$ cat src/rtl/b64c_pkg.sv
// Shared types, constants and alphabet functions for the Base64 stream codec.
package b64c_pkg;

   localparam int unsigned JOBQ_DEPTH = 2;

   localparam logic MODE_ENCODE = 1'b0;
   localparam logic MODE_DECODE = 1'b1;

   // One unit of work for the back end: one or two result characters.
   typedef struct packed {
      logic       two;
      logic [7:0] c0;
      logic [7:0] c1;
   } job_type;

   typedef struct packed {
      logic empty;
      logic full;
   } jobq_status_type;

   function automatic logic [7:0] sextet_to_char(input logic [5:0] v);
      logic [7:0] r;
      begin
         if (v < 6'd26) begin
            r = 8'h41 + {2'b00, v};
         end else if (v < 6'd52) begin
            r = 8'h61 + {2'b00, v} - 8'd26;
         end else if (v < 6'd62) begin
            r = 8'h30 + {2'b00, v} - 8'd52;
         end else if (v == 6'd62) begin
            r = 8'h2B;
         end else begin
            r = 8'h2F;
         end
         return r;
      end
   endfunction

   // Bit 6 set means the character is outside the alphabet.
   function automatic logic [6:0] char_to_sextet(input logic [7:0] c);
      logic [7:0] r;
      begin
         if (c >= 8'h41 && c <= 8'h5A) begin
            r = c - 8'h41;
         end else if (c >= 8'h61 && c <= 8'h7A) begin
            r = c - 8'h61 + 8'd26;
         end else if (c >= 8'h30 && c <= 8'h39) begin
            r = c - 8'h30 + 8'd52;
         end else if (c == 8'h2B) begin
            r = 8'd62;
         end else if (c == 8'h2F) begin
            r = 8'd63;
         end else begin
            r = 8'd64;
         end
         return r[6:0];
      end
   endfunction

endpackage

$ cat src/rtl/b64c_front.sv
// Front end: accepts words, updates the bit accumulator and forms result jobs.
module b64c_front (
   input  logic              clock,
   input  logic              reset,
   input  logic              accept,
   input  logic [7:0]        in_char,
   input  logic              in_last,
   input  logic              cfg_write,
   input  logic              cfg_mode,
   output logic              job_push,
   output b64c_pkg::job_type job
);

   logic       mode_ff, mode_in;
   logic [5:0] bits_ff, bits_in;
   logic [2:0] count_ff, count_in;

   always_comb begin
      logic [3:0]  cnt1, cnt2;
      logic [13:0] acc0, acc1, acc2, pad;
      logic [5:0]  s0, s1;
      logic [1:0]  n;
      logic [6:0]  sx;
      logic [3:0]  dcnt;
      logic [11:0] dacc;
      logic [7:0]  dbyte;

      mode_in  = mode_ff;
      bits_in  = bits_ff;
      count_in = count_ff;
      job      = '0;
      job_push = 1'b0;

      // Encode path: at least eight bits are present, so one group always leaves.
      acc0 = {bits_ff, in_char};
      cnt1 = {1'b0, count_ff} + 4'd2;
      s0   = acc0[5:0];
      s0   = 6'(acc0 >> cnt1);
      acc1 = acc0 & ((14'd1 << cnt1) - 14'd1);
      n    = 2'd1;
      s1   = '0;
      if (cnt1 >= 4'd6) begin
         cnt2 = cnt1 - 4'd6;
         s1   = 6'(acc1 >> cnt2);
         acc2 = acc1 & ((14'd1 << cnt2) - 14'd1);
         n    = 2'd2;
      end else begin
         cnt2 = cnt1;
         acc2 = acc1;
      end
      pad = acc2 << (4'd6 - cnt2);
      if (in_last && cnt2 != 4'd0 && cnt2 < 4'd6 && n == 2'd1) begin
         s1 = pad[5:0];
         n  = 2'd2;
      end

      // Decode path.
      sx    = b64c_pkg::char_to_sextet(in_char);
      dacc  = {bits_ff, sx[5:0]};
      dcnt  = {1'b0, count_ff} + 4'd6;
      dbyte = '0;

      if (accept) begin
         if (mode_ff == b64c_pkg::MODE_ENCODE) begin
            job_push = 1'b1;
            job.two  = (n == 2'd2);
            job.c0   = b64c_pkg::sextet_to_char(s0);
            job.c1   = b64c_pkg::sextet_to_char(s1);
            bits_in  = acc2[5:0];
            count_in = cnt2[2:0];
         end else if (!sx[6]) begin
            if (dcnt >= 4'd8) begin
               dcnt     = dcnt - 4'd8;
               dbyte    = 8'(dacc >> dcnt);
               dacc     = dacc & ((12'd1 << dcnt) - 12'd1);
               job_push = 1'b1;
               job.c0   = dbyte;
            end
            bits_in  = dacc[5:0];
            count_in = dcnt[2:0];
         end
         if (in_last) begin
            bits_in  = '0;
            count_in = '0;
         end
      end

      if (cfg_write) begin
         mode_in  = cfg_mode;
         bits_in  = '0;
         count_in = '0;
      end
   end

   always_ff @(posedge clock) begin
      if (reset) begin
         mode_ff  <= b64c_pkg::MODE_ENCODE;
         bits_ff  <= '0;
         count_ff <= '0;
      end else begin
         mode_ff  <= mode_in;
         bits_ff  <= bits_in;
         count_ff <= count_in;
      end
   end

endmodule

$ cat src/rtl/b64c_jobq.sv
// Short job queue between the front end and the back end.
module b64c_jobq (
   input  logic                      clock,
   input  logic                      reset,
   input  logic                      push,
   input  b64c_pkg::job_type         push_job,
   input  logic                      pop,
   output b64c_pkg::job_type         head_job,
   output b64c_pkg::jobq_status_type status
);

   localparam int unsigned DEPTH = b64c_pkg::JOBQ_DEPTH;
   localparam int unsigned PW    = (DEPTH > 1) ? $clog2(DEPTH) : 1;
   localparam int unsigned CW    = $clog2(DEPTH + 1);

   b64c_pkg::job_type entry_ff [DEPTH];
   logic [PW-1:0] wr_ptr_ff, wr_ptr_in, rd_ptr_ff, rd_ptr_in;
   logic [CW-1:0] count_ff, count_in;
   logic          do_push, do_pop;

   assign status.empty = (count_ff == '0);
   assign status.full  = (count_ff == CW'(DEPTH));
   assign head_job     = entry_ff[rd_ptr_ff];
   assign do_push      = push && !status.full;
   assign do_pop       = pop && !status.empty;

   always_comb begin
      wr_ptr_in = wr_ptr_ff;
      rd_ptr_in = rd_ptr_ff;
      count_in  = count_ff;
      if (do_push) begin
         wr_ptr_in = (wr_ptr_ff == PW'(DEPTH - 1)) ? '0 : wr_ptr_ff + PW'(1);
      end
      if (do_pop) begin
         rd_ptr_in = (rd_ptr_ff == PW'(DEPTH - 1)) ? '0 : rd_ptr_ff + PW'(1);
      end
      if (do_push && !do_pop) begin
         count_in = count_ff + CW'(1);
      end else if (do_pop && !do_push) begin
         count_in = count_ff - CW'(1);
      end
   end

   always_ff @(posedge clock) begin
      if (do_push) begin
         entry_ff[wr_ptr_ff] <= push_job;
      end
   end

   always_ff @(posedge clock) begin
      if (reset) begin
         wr_ptr_ff <= '0;
         rd_ptr_ff <= '0;
         count_ff  <= '0;
      end else begin
         wr_ptr_ff <= wr_ptr_in;
         rd_ptr_ff <= rd_ptr_in;
         count_ff  <= count_in;
      end
   end

endmodule

$ cat src/rtl/b64c_back.sv
// Back end: splits jobs into single result words held in the output register.
module b64c_back (
   input  logic              clock,
   input  logic              reset,
   input  logic              head_valid,
   input  b64c_pkg::job_type head_job,
   output logic              head_pop,
   input  logic              out_pop,
   output logic              out_valid,
   output logic [7:0]        out_char,
   output logic              out_last
);

   logic       valid_ff, valid_in;
   logic [7:0] char_ff, char_in;
   logic       last_ff, last_in;
   logic       idx_ff, idx_in;
   logic       load;

   assign load     = head_valid && (!valid_ff || out_pop);
   assign head_pop = load && (idx_ff || !head_job.two);

   always_comb begin
      valid_in = valid_ff;
      char_in  = char_ff;
      last_in  = last_ff;
      idx_in   = idx_ff;
      if (out_pop && valid_ff) begin
         valid_in = 1'b0;
      end
      if (load) begin
         valid_in = 1'b1;
         char_in  = idx_ff ? head_job.c1 : head_job.c0;
         last_in  = idx_ff || !head_job.two;
         idx_in   = !(idx_ff || !head_job.two);
      end
   end

   always_ff @(posedge clock) begin
      if (reset) begin
         valid_ff <= 1'b0;
         idx_ff   <= 1'b0;
      end else begin
         valid_ff <= valid_in;
         idx_ff   <= idx_in;
      end
   end

   always_ff @(posedge clock) begin
      char_ff <= char_in;
      last_ff <= last_in;
   end

   assign out_valid = valid_ff;
   assign out_char  = char_ff;
   assign out_last  = last_ff;

endmodule

$ cat src/rtl/base64_stream_codec.sv
// Top level of the streaming Base64 encoder and decoder.
//
// Input side is a queue: present req_in_char and req_in_last with req_push; a
// word is taken at a clock edge where req_push is high and req_full is low.
// Results come out of a queue: while rsp_empty is low, rsp_out_char and
// rsp_out_run_last show the oldest result, taken on an edge with rsp_pop high.
// csr_mode (0 encode, 1 decode) is written when csr_valid is high; csr_ready is
// always high. A write clears the partial bit group.
//
// The first result of a taken word passes through the job queue and then the
// output register; the second character of an encoded byte follows the first.
// Throughput: while the receiver pops, the output register delivers one result
// per cycle; encoding gives one or two characters per byte, and decoding takes
// one character per cycle while req_full is low. The two-entry job queue between
// the front end and the output stage sets how far input runs ahead of output.
// When the receiver stalls, the output word holds, the job queue fills and
// req_full rises. Reset selects encode mode and empties all queues.
module base64_stream_codec (
   input  logic       clock,
   input  logic       reset,
   input  logic       req_push,
   output logic       req_full,
   input  logic [7:0] req_in_char,
   input  logic       req_in_last,
   output logic       rsp_empty,
   input  logic       rsp_pop,
   output logic [7:0] rsp_out_char,
   output logic       rsp_out_run_last,
   input  logic       csr_valid,
   output logic       csr_ready,
   input  logic       csr_mode
);

   b64c_pkg::job_type         front_job, head_job;
   b64c_pkg::jobq_status_type q_status;
   logic                      accept, job_push, head_pop, out_valid;

   assign csr_ready = 1'b1;
   assign req_full  = q_status.full;
   assign accept    = req_push && !q_status.full;
   assign rsp_empty = !out_valid;

   b64c_front u_front (
      .clock     (clock),
      .reset     (reset),
      .accept    (accept),
      .in_char   (req_in_char),
      .in_last   (req_in_last),
      .cfg_write (csr_valid && csr_ready),
      .cfg_mode  (csr_mode),
      .job_push  (job_push),
      .job       (front_job)
   );

   b64c_jobq u_jobq (
      .clock    (clock),
      .reset    (reset),
      .push     (job_push),
      .push_job (front_job),
      .pop      (head_pop),
      .head_job (head_job),
      .status   (q_status)
   );

   b64c_back u_back (
      .clock      (clock),
      .reset      (reset),
      .head_valid (!q_status.empty),
      .head_job   (head_job),
      .head_pop   (head_pop),
      .out_pop    (rsp_pop),
      .out_valid  (out_valid),
      .out_char   (rsp_out_char),
      .out_last   (rsp_out_run_last)
   );

   // The front end never produces a job while the queue is full.
   a_no_overflow: assert property (@(posedge clock) disable iff (reset)
      !(job_push && q_status.full))
      else $error("job pushed into a full queue");

   // A job is only retired while the output stage loads a word.
   a_pop_needs_job: assert property (@(posedge clock) disable iff (reset)
      head_pop |-> (!q_status.empty && (rsp_empty || rsp_pop)))
      else $error("job retired without loading the output stage");

   // An accepted word with req_in_last set ends the message: no partial bits remain in the front end.
   a_last_clears: assert property (@(posedge clock) disable iff (reset)
      (accept && req_in_last) |=> (u_front.count_ff == 3'd0))
      else $error("pending bits survived the end of a message");

endmodule

$ cat config.mk
export PLATFORM = sky130hd
export DESIGN_NAME = base64_stream_codec
export DESIGN_NICKNAME = d
export VERILOG_FILES = /design/src/rtl/b64c_pkg.sv /design/src/rtl/b64c_front.sv /design/src/rtl/b64c_jobq.sv /design/src/rtl/b64c_back.sv /design/src/rtl/base64_stream_codec.sv
export SDC_FILE = /design/constraint.sdc
export NUM_CORES = 1
export LEC_CHECK = 0
export BUFFER_PORTS_ARGS = -buffer_cell sky130_fd_sc_hd__buf_4
export CAP_MARGIN = 25
export CELL_PAD_IN_SITES_DETAIL_PLACEMENT = 1
export CELL_PAD_IN_SITES_GLOBAL_PLACEMENT = 1
export CORE_ASPECT_RATIO = 2
export CORE_MARGIN = 2
export CORE_UTILIZATION = 50
export CTS_CLUSTER_DIAMETER = 50
export DETAILED_ROUTE_END_ITERATION = 10
export PLACE_DENSITY = 0.89
export RECOVER_POWER = 100
export SETUP_SLACK_MARGIN = 0.15
export SKIP_CTS_REPAIR_TIMING = 1
export SLEW_MARGIN = 30
export SYNTH_ARGS = -nofsm -noshare
export SYNTH_HDL_FRONTEND = slang
export SYNTH_SLANG_ARGS = --single-unit
$ cat constraint.sdc
create_clock -name clock -period 7.15 [get_ports clock]
set_input_delay 1.43 -clock clock [delete_from_list [all_inputs] [get_ports clock]]
set_output_delay 1.43 -clock clock [all_outputs]
set_load 0.05 [all_outputs]
==> reports/metrics.yaml, run 1 <==
vias_per_cell: 6.92
syn_to_final_growth_pct: 8.46
detail-route-antenna-nets: 0
core_um2: 10100
gp_congestion: 0.971
die_area_um2: 11300
crit_path_max_incr_delay_ns: 1.02
cts.sinks: 59
slew_violations: 0
grt_usage: 0.324
wl_met1_mm: 5.92
crit_fanout: 39
min_period_ns: 6.36
synth.distinct_cells: 83
syn-cell-area_um2: 5220
grt_max_degree: 40
setup_viol: 0
finalInstanceArea_um2: 5660
endpoint_kind: "flip-flop"
crit_path_frequent_cell: "ha_1"
crit_chain: "buf_4, clkinv_1, ha_1, ha_1, inv_1, nor4b_1, a211oi_1, a22oi_1, inv_1, ha_1, nand2_1, a211o_1, and3_1, nand2_1, a21boi_0, a221oi_1"
io_pins: 27
finalSetupTns_ns: 0
grt_first_pass_wirelength_mm: 28.3
drt_iter0_markers: 390
diodes: 0
met2_length_mm: 10.0
drc: 0
start_util: 0.514
grt_overflow_total: 0
clkTransAtPathRegs_ns: 0.05
power.leakage_nw: 2.09
clock_latency_ns: 0.33
p_total_mw: 1.44
powerDensity_nw_per_um2: 254
hold_path_class: "reg -> reg"
cts_buffers: 9
crit_arrival_ns: 6.43
ys.warnings.count: 0
synth_edf_count: 43
ys_ff_latch: 59
synth_ff_type: "edfxtp_1"
yosysTopAreaCellShare: 0.247
htree_levels: 3
synth.avg_cell_area_um2: 9.16
wl_per_cell_um: 25.5
highest_layer: "met4"
worst_pin_slew_ns: 1.29
rsz0062_at_grt: "no"
ys_top_cells_by_count: "edfxtp_1 (43), ha_1 (42), nor2_1 (41)"
cap_violations: 0
synth_top_area_cell: "edfxtp_1"
drive_above_1_share: 0.101
post-route-util: 0.558
grt_antenna_before_repair: 0
max_freq_mhz: 157
dr.pass1.iters: 5
max-vdd-ir-drop_mv: 0.153
outcome: "finished, final reports clean"
crit_family: "adder cells"
cts_buffer_depth: 2
slew_headroom: 0.139
nets: 628
portBuffers: 25
worst-path-buf-inv: 4
required_ns: 7.22
cp-start-kind: "flip-flop"
grt_pass1_vias: 5257
hold_viol: 0
floorplan.die.height_um: 149
clockRootBuffer: "clkbuf_16"
critPathKind: "reg -> reg"
vias: 4917
clock_skew_ns: 0.00387
cpMaxStageDelayCell: "ha_1"
async_reset_ff_frac: 0
dp_hpwl_mm: 13.0
min_period_over_period: 0.890
fp-row-count: 52
wl_met3_um: 829
fp.dieW_um: 76.3
routed_wl_mm: 18.1
cts_tree: "built"
synthCells: 570
synth.most_common_cell: "edfxtp_1"
dpl-instance-area_um2: 5420
synth-seq-area-share: 0.309
synth_area_leaders: "edfxtp_1 (25%), ha_1 (10%), dfxtp_1 (6.1%)"
[through the flow]
| stage | cells | hold WS (ns) | setup WS (ns) |
|---|---|---|---|
| final | 711 | 0.533 | 0.790 |
| after global routing | 711 | 0.547 | 0.398 |
| after CTS | 711 | 0.533 | 1.28 |
| after detailed placement | 695 | 0.523 | 1.52 |
| after global placement | 695 | 0.484 | 1.83 |
| after floorplan | 571 | 0.470 | 2.75 |
[flip-flops by register name (all words and copies together), names as in the netlist, named ones only]
| signal | flops |
|---|---|
| u_front.mode_ff | 1 |
| u_jobq.rd_ptr_ff | 1 |
| u_jobq.entry_ff | 34 |
| u_back.out_last | 1 |
| u_front.bits_ff | 6 |
| u_jobq.count_ff | 2 |
| u_back.idx_ff | 1 |
| u_front.count_ff | 2 |
| u_back.out_char | 8 |
| u_jobq.wr_ptr_ff | 1 |
| u_back.out_valid | 1 |
[cell usage in the layout, fill, tap and decap left out, types with 12 or more instances in the layout]
master / count
nand2_1: 31
clkbuf_1: 14
edfxtp_1: 43
and3_1: 12
inv_1: 33
o21ai_0: 28
xnor2_1: 13
dfxtp_1: 16
nand3_1: 19
mux4_2: 12
nand2b_1: 16
ha_1: 42
mux2i_1: 13
a211oi_1: 13
buf_4: 12
nor2b_1: 15
a21oi_1: 32
nor2_1: 41
[cell type report]
type / count / area, um^2
clock buffers: 9 / 225
clock inverters: 7 / 91.3
fillers: 1175 / 4490
inverters: 35 / 131
multi-input cells: 439 / 3280
flip-flops and latches: 59 / 1610
well taps: 135 / 169
repair buffers: 27 / 150
[report_power, final]
group,internal [mW],total (mW),switching [mW]
Sequential,0.461,0.512,0.0505
Combinational,0.140,0.457,0.317
Clock,0.304,0.469,0.165
[cells by family after synthesis]
logic type,count (synthesis),share of synthesized area
fa+ha+maj,42,0.101
buf+inv,73,0.0602
mux,29,0.0882
simple gates,189,0.194
flops,59,0.309
other cells,1,0.000718
xor+xnor,18,0.0302
compound gates,159,0.217
[layer usage]
layer	track usage	up-vias
met2	0.631	263
met4	0.247	0
met3	0.0449	122
met5	0	-
met1	0.295	2382
li1	-	2150
[worst paths after layout]
kind / from / to / slack [ns] / cells after the start
hold / removal: u_jobq.rd_ptr_ff / flip-flop / 0.53 / 2
setup reg to reg: u_front.count_ff[1] / u_jobq.entry_ff[0][6] / 0.79 / 16
hold reg to reg: u_jobq.rd_ptr_ff / flip-flop / 0.53 / 2
setup / recovery: u_front.count_ff[1] / u_jobq.entry_ff[0][6] / 0.79 / 16
[worst min-delay path, stage by stage (launching register included)]
cell     delay (ns)
dfxtp_1        0.32
xor2_1         0.10
nor2_1         0.08
Power figures use the tool's default switching activity.
==> inputs of run 2 (changes only) <==
PLACE_DENSITY = 0.86   (was 0.89)
==> run 2 against run 1 <==
  * Total power down 4.6%
  * Critical path depth down 1
  * Count of clock-buffer cells in the layout up 1
  * Final area down 0.51%
  * Setup slack better by 0.053 ns
  * Critical endpoint is now u_jobq.entry_ff[1][2]
==> reports/metrics.yaml, run 2 (synthesis results as in run 1) <==
outcome: "finished, final reports clean"
endpoint_kind: "flip-flop"
cp-start-kind: "flip-flop"
io_pins: 27
slew_headroom: 0.206
critPathKind: "reg -> reg"
die_area_um2: 11300
crit_fanout: 39
portBuffers: 25
fp.dieW_um: 76.3
grt_antenna_before_repair: 0
largest_reg_flops: 34
finalWorstSetupSlack_ns: 0.843
dr.pass1.iters: 5
drive_above_1_share: 0.0990
powerDensity_nw_per_um2: 244
setup_viol: 0
clockPowerShare: 0.301
clock_skew_ns: 0.00490
drc: 0
start_util: 0.514
diodes: 0
floorplan.die.height_um: 149
power_switching_share: 0.368
clockRootBuffer: "clkbuf_16"
grt_overflow_total: 0
post-route-util: 0.555
rsz0062_at_grt: "no"
routed_wl_mm: 17.0
clock_latency_ns: 0.32
crit_arrival_ns: 6.41
cts_buffer_depth: 2
cts_buffers: 9
grt_usage: 0.307
detail-route-antenna-nets: 0
cts_tree: "built"
grt_first_pass_wirelength_mm: 26.9
dp_hpwl_mm: 13.1
r2r_start: "u_front.count_ff[1]"
holdWs_ns: 0.511
hold_start: "u_back.out_valid"
hold_viol: 0
pwr-share-comb: 0.328
finalSetupTns_ns: 0
p_int_mw: 0.867
nets: 628
cts.sinks: 59
clkTransAtPathRegs_ns: 0.05
power.leakage_nw: 2.07
required_ns: 7.25
power_switching_mw: 0.504
mostFrequentLayoutCells: "edfxtp_1 (43), ha_1 (42), nor2_1 (41)"
syn_to_final_growth_pct: 7.91
largest_register: "u_jobq.entry_ff"
min_period_ns: 6.31
fp-row-count: 52
max_freq_mhz: 159
min_period_over_period: 0.882
final_common_cell: "edfxtp_1"
max-vdd-ir-drop_mv: 0.161
p_total_mw: 1.37
pre_cts_slack_ns: 1.46
htree_levels: 3
drt_iter0_markers: 287
grt_max_degree: 40
core_um2: 10100
grt_pass1_vias: 4965
hold_path_class: "reg -> reg"
cap_violations: 0
gp_congestion: 0.962
power.share.sequential: 0.371
slew_violations: 0
worst_pin_slew_ns: 1.19
vias_per_cell: 6.67
vias: 4739
wl_per_cell_um: 23.9
startpoint: "u_front.count_ff[1]"
## run 2: routing by layer
metal,global-route usage,vias to the layer above,routed length [um]
met1,0.284,2359,5760
met5,0,-,0
met2,0.611,167,9690
met3,0.0364,71,427
li1,-,2142,-
met4,0.201,0,1110
## run 2: power by group through the flow
stage	sequential, mW	combinational [mW]	clock [mW]
after floorplan	0.564	0.276	0
after global placement	0.507	0.449	0
after detailed placement	0.515	0.467	0
after CTS	0.511	0.472	0.414
after global routing	0.517	0.479	0.431
final	0.510	0.450	0.413
## run 2: worst paths after layout
check	end	slack, ns	cells past startpoint
setup / recovery	u_jobq.entry_ff[1][2]	0.84	15
hold / removal	u_back.out_valid	0.51	2
setup reg to reg	u_jobq.entry_ff[1][2]	0.84	15
hold reg to reg	u_back.out_valid	0.51	2
## run 2: cell type report
class / instances / area (um^2)
Clock buffer: 10 / 229
Clock inverter: 6 / 56.3
Fill cell: 1200 / 4520
Inverter: 35 / 131
Multi-Input combinational cell: 439 / 3290
Sequential cell: 59 / 1610
Tap cell: 135 / 169
Timing Repair Buffer: 27 / 150
## run 2: critical path, stage by stage, from the launching register on
cell and delay (ns):
dfxtp_1 0.31, buf_4 0.37, clkinv_1 0.65, ha_1 1.06
ha_1 0.48, inv_1 0.15, nor4b_1 0.30, a211oi_1 0.08
a22oi_1 0.68, inv_1 0.17, ha_1 0.27, nor2b_1 0.49
nor2_1 0.18, a311oi_1 0.33, a2111oi_0 0.15, a211oi_1 0.40
## run 2: through the flow
stage	instances	cell area, um^2
global placement	695	5410
detailed placement	695	5420
CTS	711	5700
floorplan	571	5220
finish	711	5630
global route	711	5630
==> inputs of run 3 (changes only) <==
CORE_ASPECT_RATIO = 0.5   (was 2)
==> run 3 against run 2 <==
  * Utilization is 0.28 points higher
  * Register-to-register slack better by 0.24 ns
  * Worst hold slack better by 0.020 ns
  * Routed wire length is 7.5% lower
  * Sequential power is 0.8% lower
  * Global-route usage is 2.6 points lower
  * Highest routed layer unchanged
  * Critical path type unchanged
  * Count of clock-buffer cells in the layout is 1 lower
==> reports/metrics.yaml, run 3 (synthesis results as in run 1) <==
final_common_cell: "edfxtp_1"
grt_overflow_total: 0
vias_per_cell: 6.53
grt_max_degree: 40
clock_latency_ns: 0.33
die_area_um2: 11300
hold_viol: 0
power.leakage_nw: 2.09
outcome: "finished, final reports clean"
min_period_ns: 6.06
clkTransAtPathRegs_ns: 0.06
fp-row-count: 26
cts.sinks: 59
min_period_over_period: 0.848
drc: 0
largest_register: "u_jobq.entry_ff"
finalWorstSetupSlack_ns: 1.09
floorplan.die.height_um: 76.3
powerDensity_nw_per_um2: 251
syn_to_final_growth_pct: 8.80
max-vdd-ir-drop_mv: 0.133
pre_cts_slack_ns: 1.64
wl_per_cell_um: 22.0
hold_path_class: "reg -> reg"
grt_antenna_before_repair: 0
diodes: 0
largest_reg_flops: 34
multi_input_area_um2: 3290
htree_levels: 3
grt_first_pass_wirelength_mm: 25.0
crit_arrival_ns: 6.15
dpl-instance-area_um2: 5420
mostFrequentLayoutCells: "edfxtp_1 (43), ha_1 (42), nor2_1 (41)"
rsz0062_at_grt: "no"
finalInstanceArea_um2: 5680
placedCellCount: 700
routed_wl_mm: 15.7
fillers: 1168
vias: 4674
cp-start-kind: "flip-flop"
clock_skew_ns: 0.00691
p_total_mw: 1.43
worst_pin_slew_ns: 1.18
nets: 628
cts_buffers: 9
start_util: 0.513
drive_above_1_share: 0.102
cts_buffer_depth: 2
endpoint_kind: "flip-flop"
final_cell_count_no_fill: 716
post-route-util: 0.558
required_ns: 7.24
setup_viol: 0
detail-route-antenna-nets: 0
grt_pass1_vias: 4573
finalSetupTns_ns: 0
grt_usage: 0.281
max_freq_mhz: 165
critPathKind: "reg -> reg"
holdWs_ns: 0.531
core_um2: 10200
cap_violations: 0
register_area_um2: 1610
fp.dieW_um: 149
crit_fanout: 39
io_pins: 27
portBuffers: 25
slew_headroom: 0.211
dr.pass1.iters: 5
drt_iter0_markers: 507
clockRootBuffer: "clkbuf_16"
slew_violations: 0
cts_tree: "built"
gp_congestion: 0.950
dp_hpwl_mm: 11.2
[run 3: cell types whose count changed in the layout (fill, tap and decap cells not counted), sizes merged]
cell,delta
bufinv,+1
inv,+1
clkbuf,-1
clkinvlp,-1
[run 3: path summary, 6_finish.rpt]
check | cells after the start | end | start | slack, ns
setup / recovery | 15 | u_jobq.entry_ff[1][2] | u_front.count_ff[1] | 1.09
hold / removal | 2 | u_back.out_valid | u_back.out_valid | 0.53
setup reg to reg | 15 | u_jobq.entry_ff[1][2] | u_front.count_ff[1] | 1.09
hold reg to reg | 2 | u_back.out_valid | u_back.out_valid | 0.53
[run 3: where the power goes]
group	internal (mW)	switching, mW
Combinational	0.140	0.307
Clock	0.307	0.166
Sequential	0.460	0.0459
[run 3: critical path, stage by stage, from the launching register on]
cell,delay [ns]
dfxtp_1,0.31
buf_4,0.37
clkinv_1,0.63
ha_1,1.04
ha_1,0.46
inv_1,0.16
nor4b_1,0.30
a211oi_1,0.08
a22oi_1,0.67
inv_1,0.16
ha_1,0.27
nor2b_1,0.43
nor2_1,0.11
a311oi_1,0.27
a2111oi_0,0.11
a211oi_1,0.43
[run 3: area by class of cell]
cell class,instances,area share
inverters,35,0.0231
well taps,140,0.0308
repair buffers,27,0.0264
clock buffers,9,0.0397
flip-flops and latches,59,0.284
clock inverters,7,0.0176
multi-input cells,439,0.579
[run 3: layer usage]
layer  routed length (um)  vias to the layer above  GRT usage
met5                    0                        -          0
met4                  195                        0     0.0724
met3                  899                       23     0.0383
met2                 7370                      177      0.456
met1                 7260                     2321      0.398
li1                     -                     2153          -
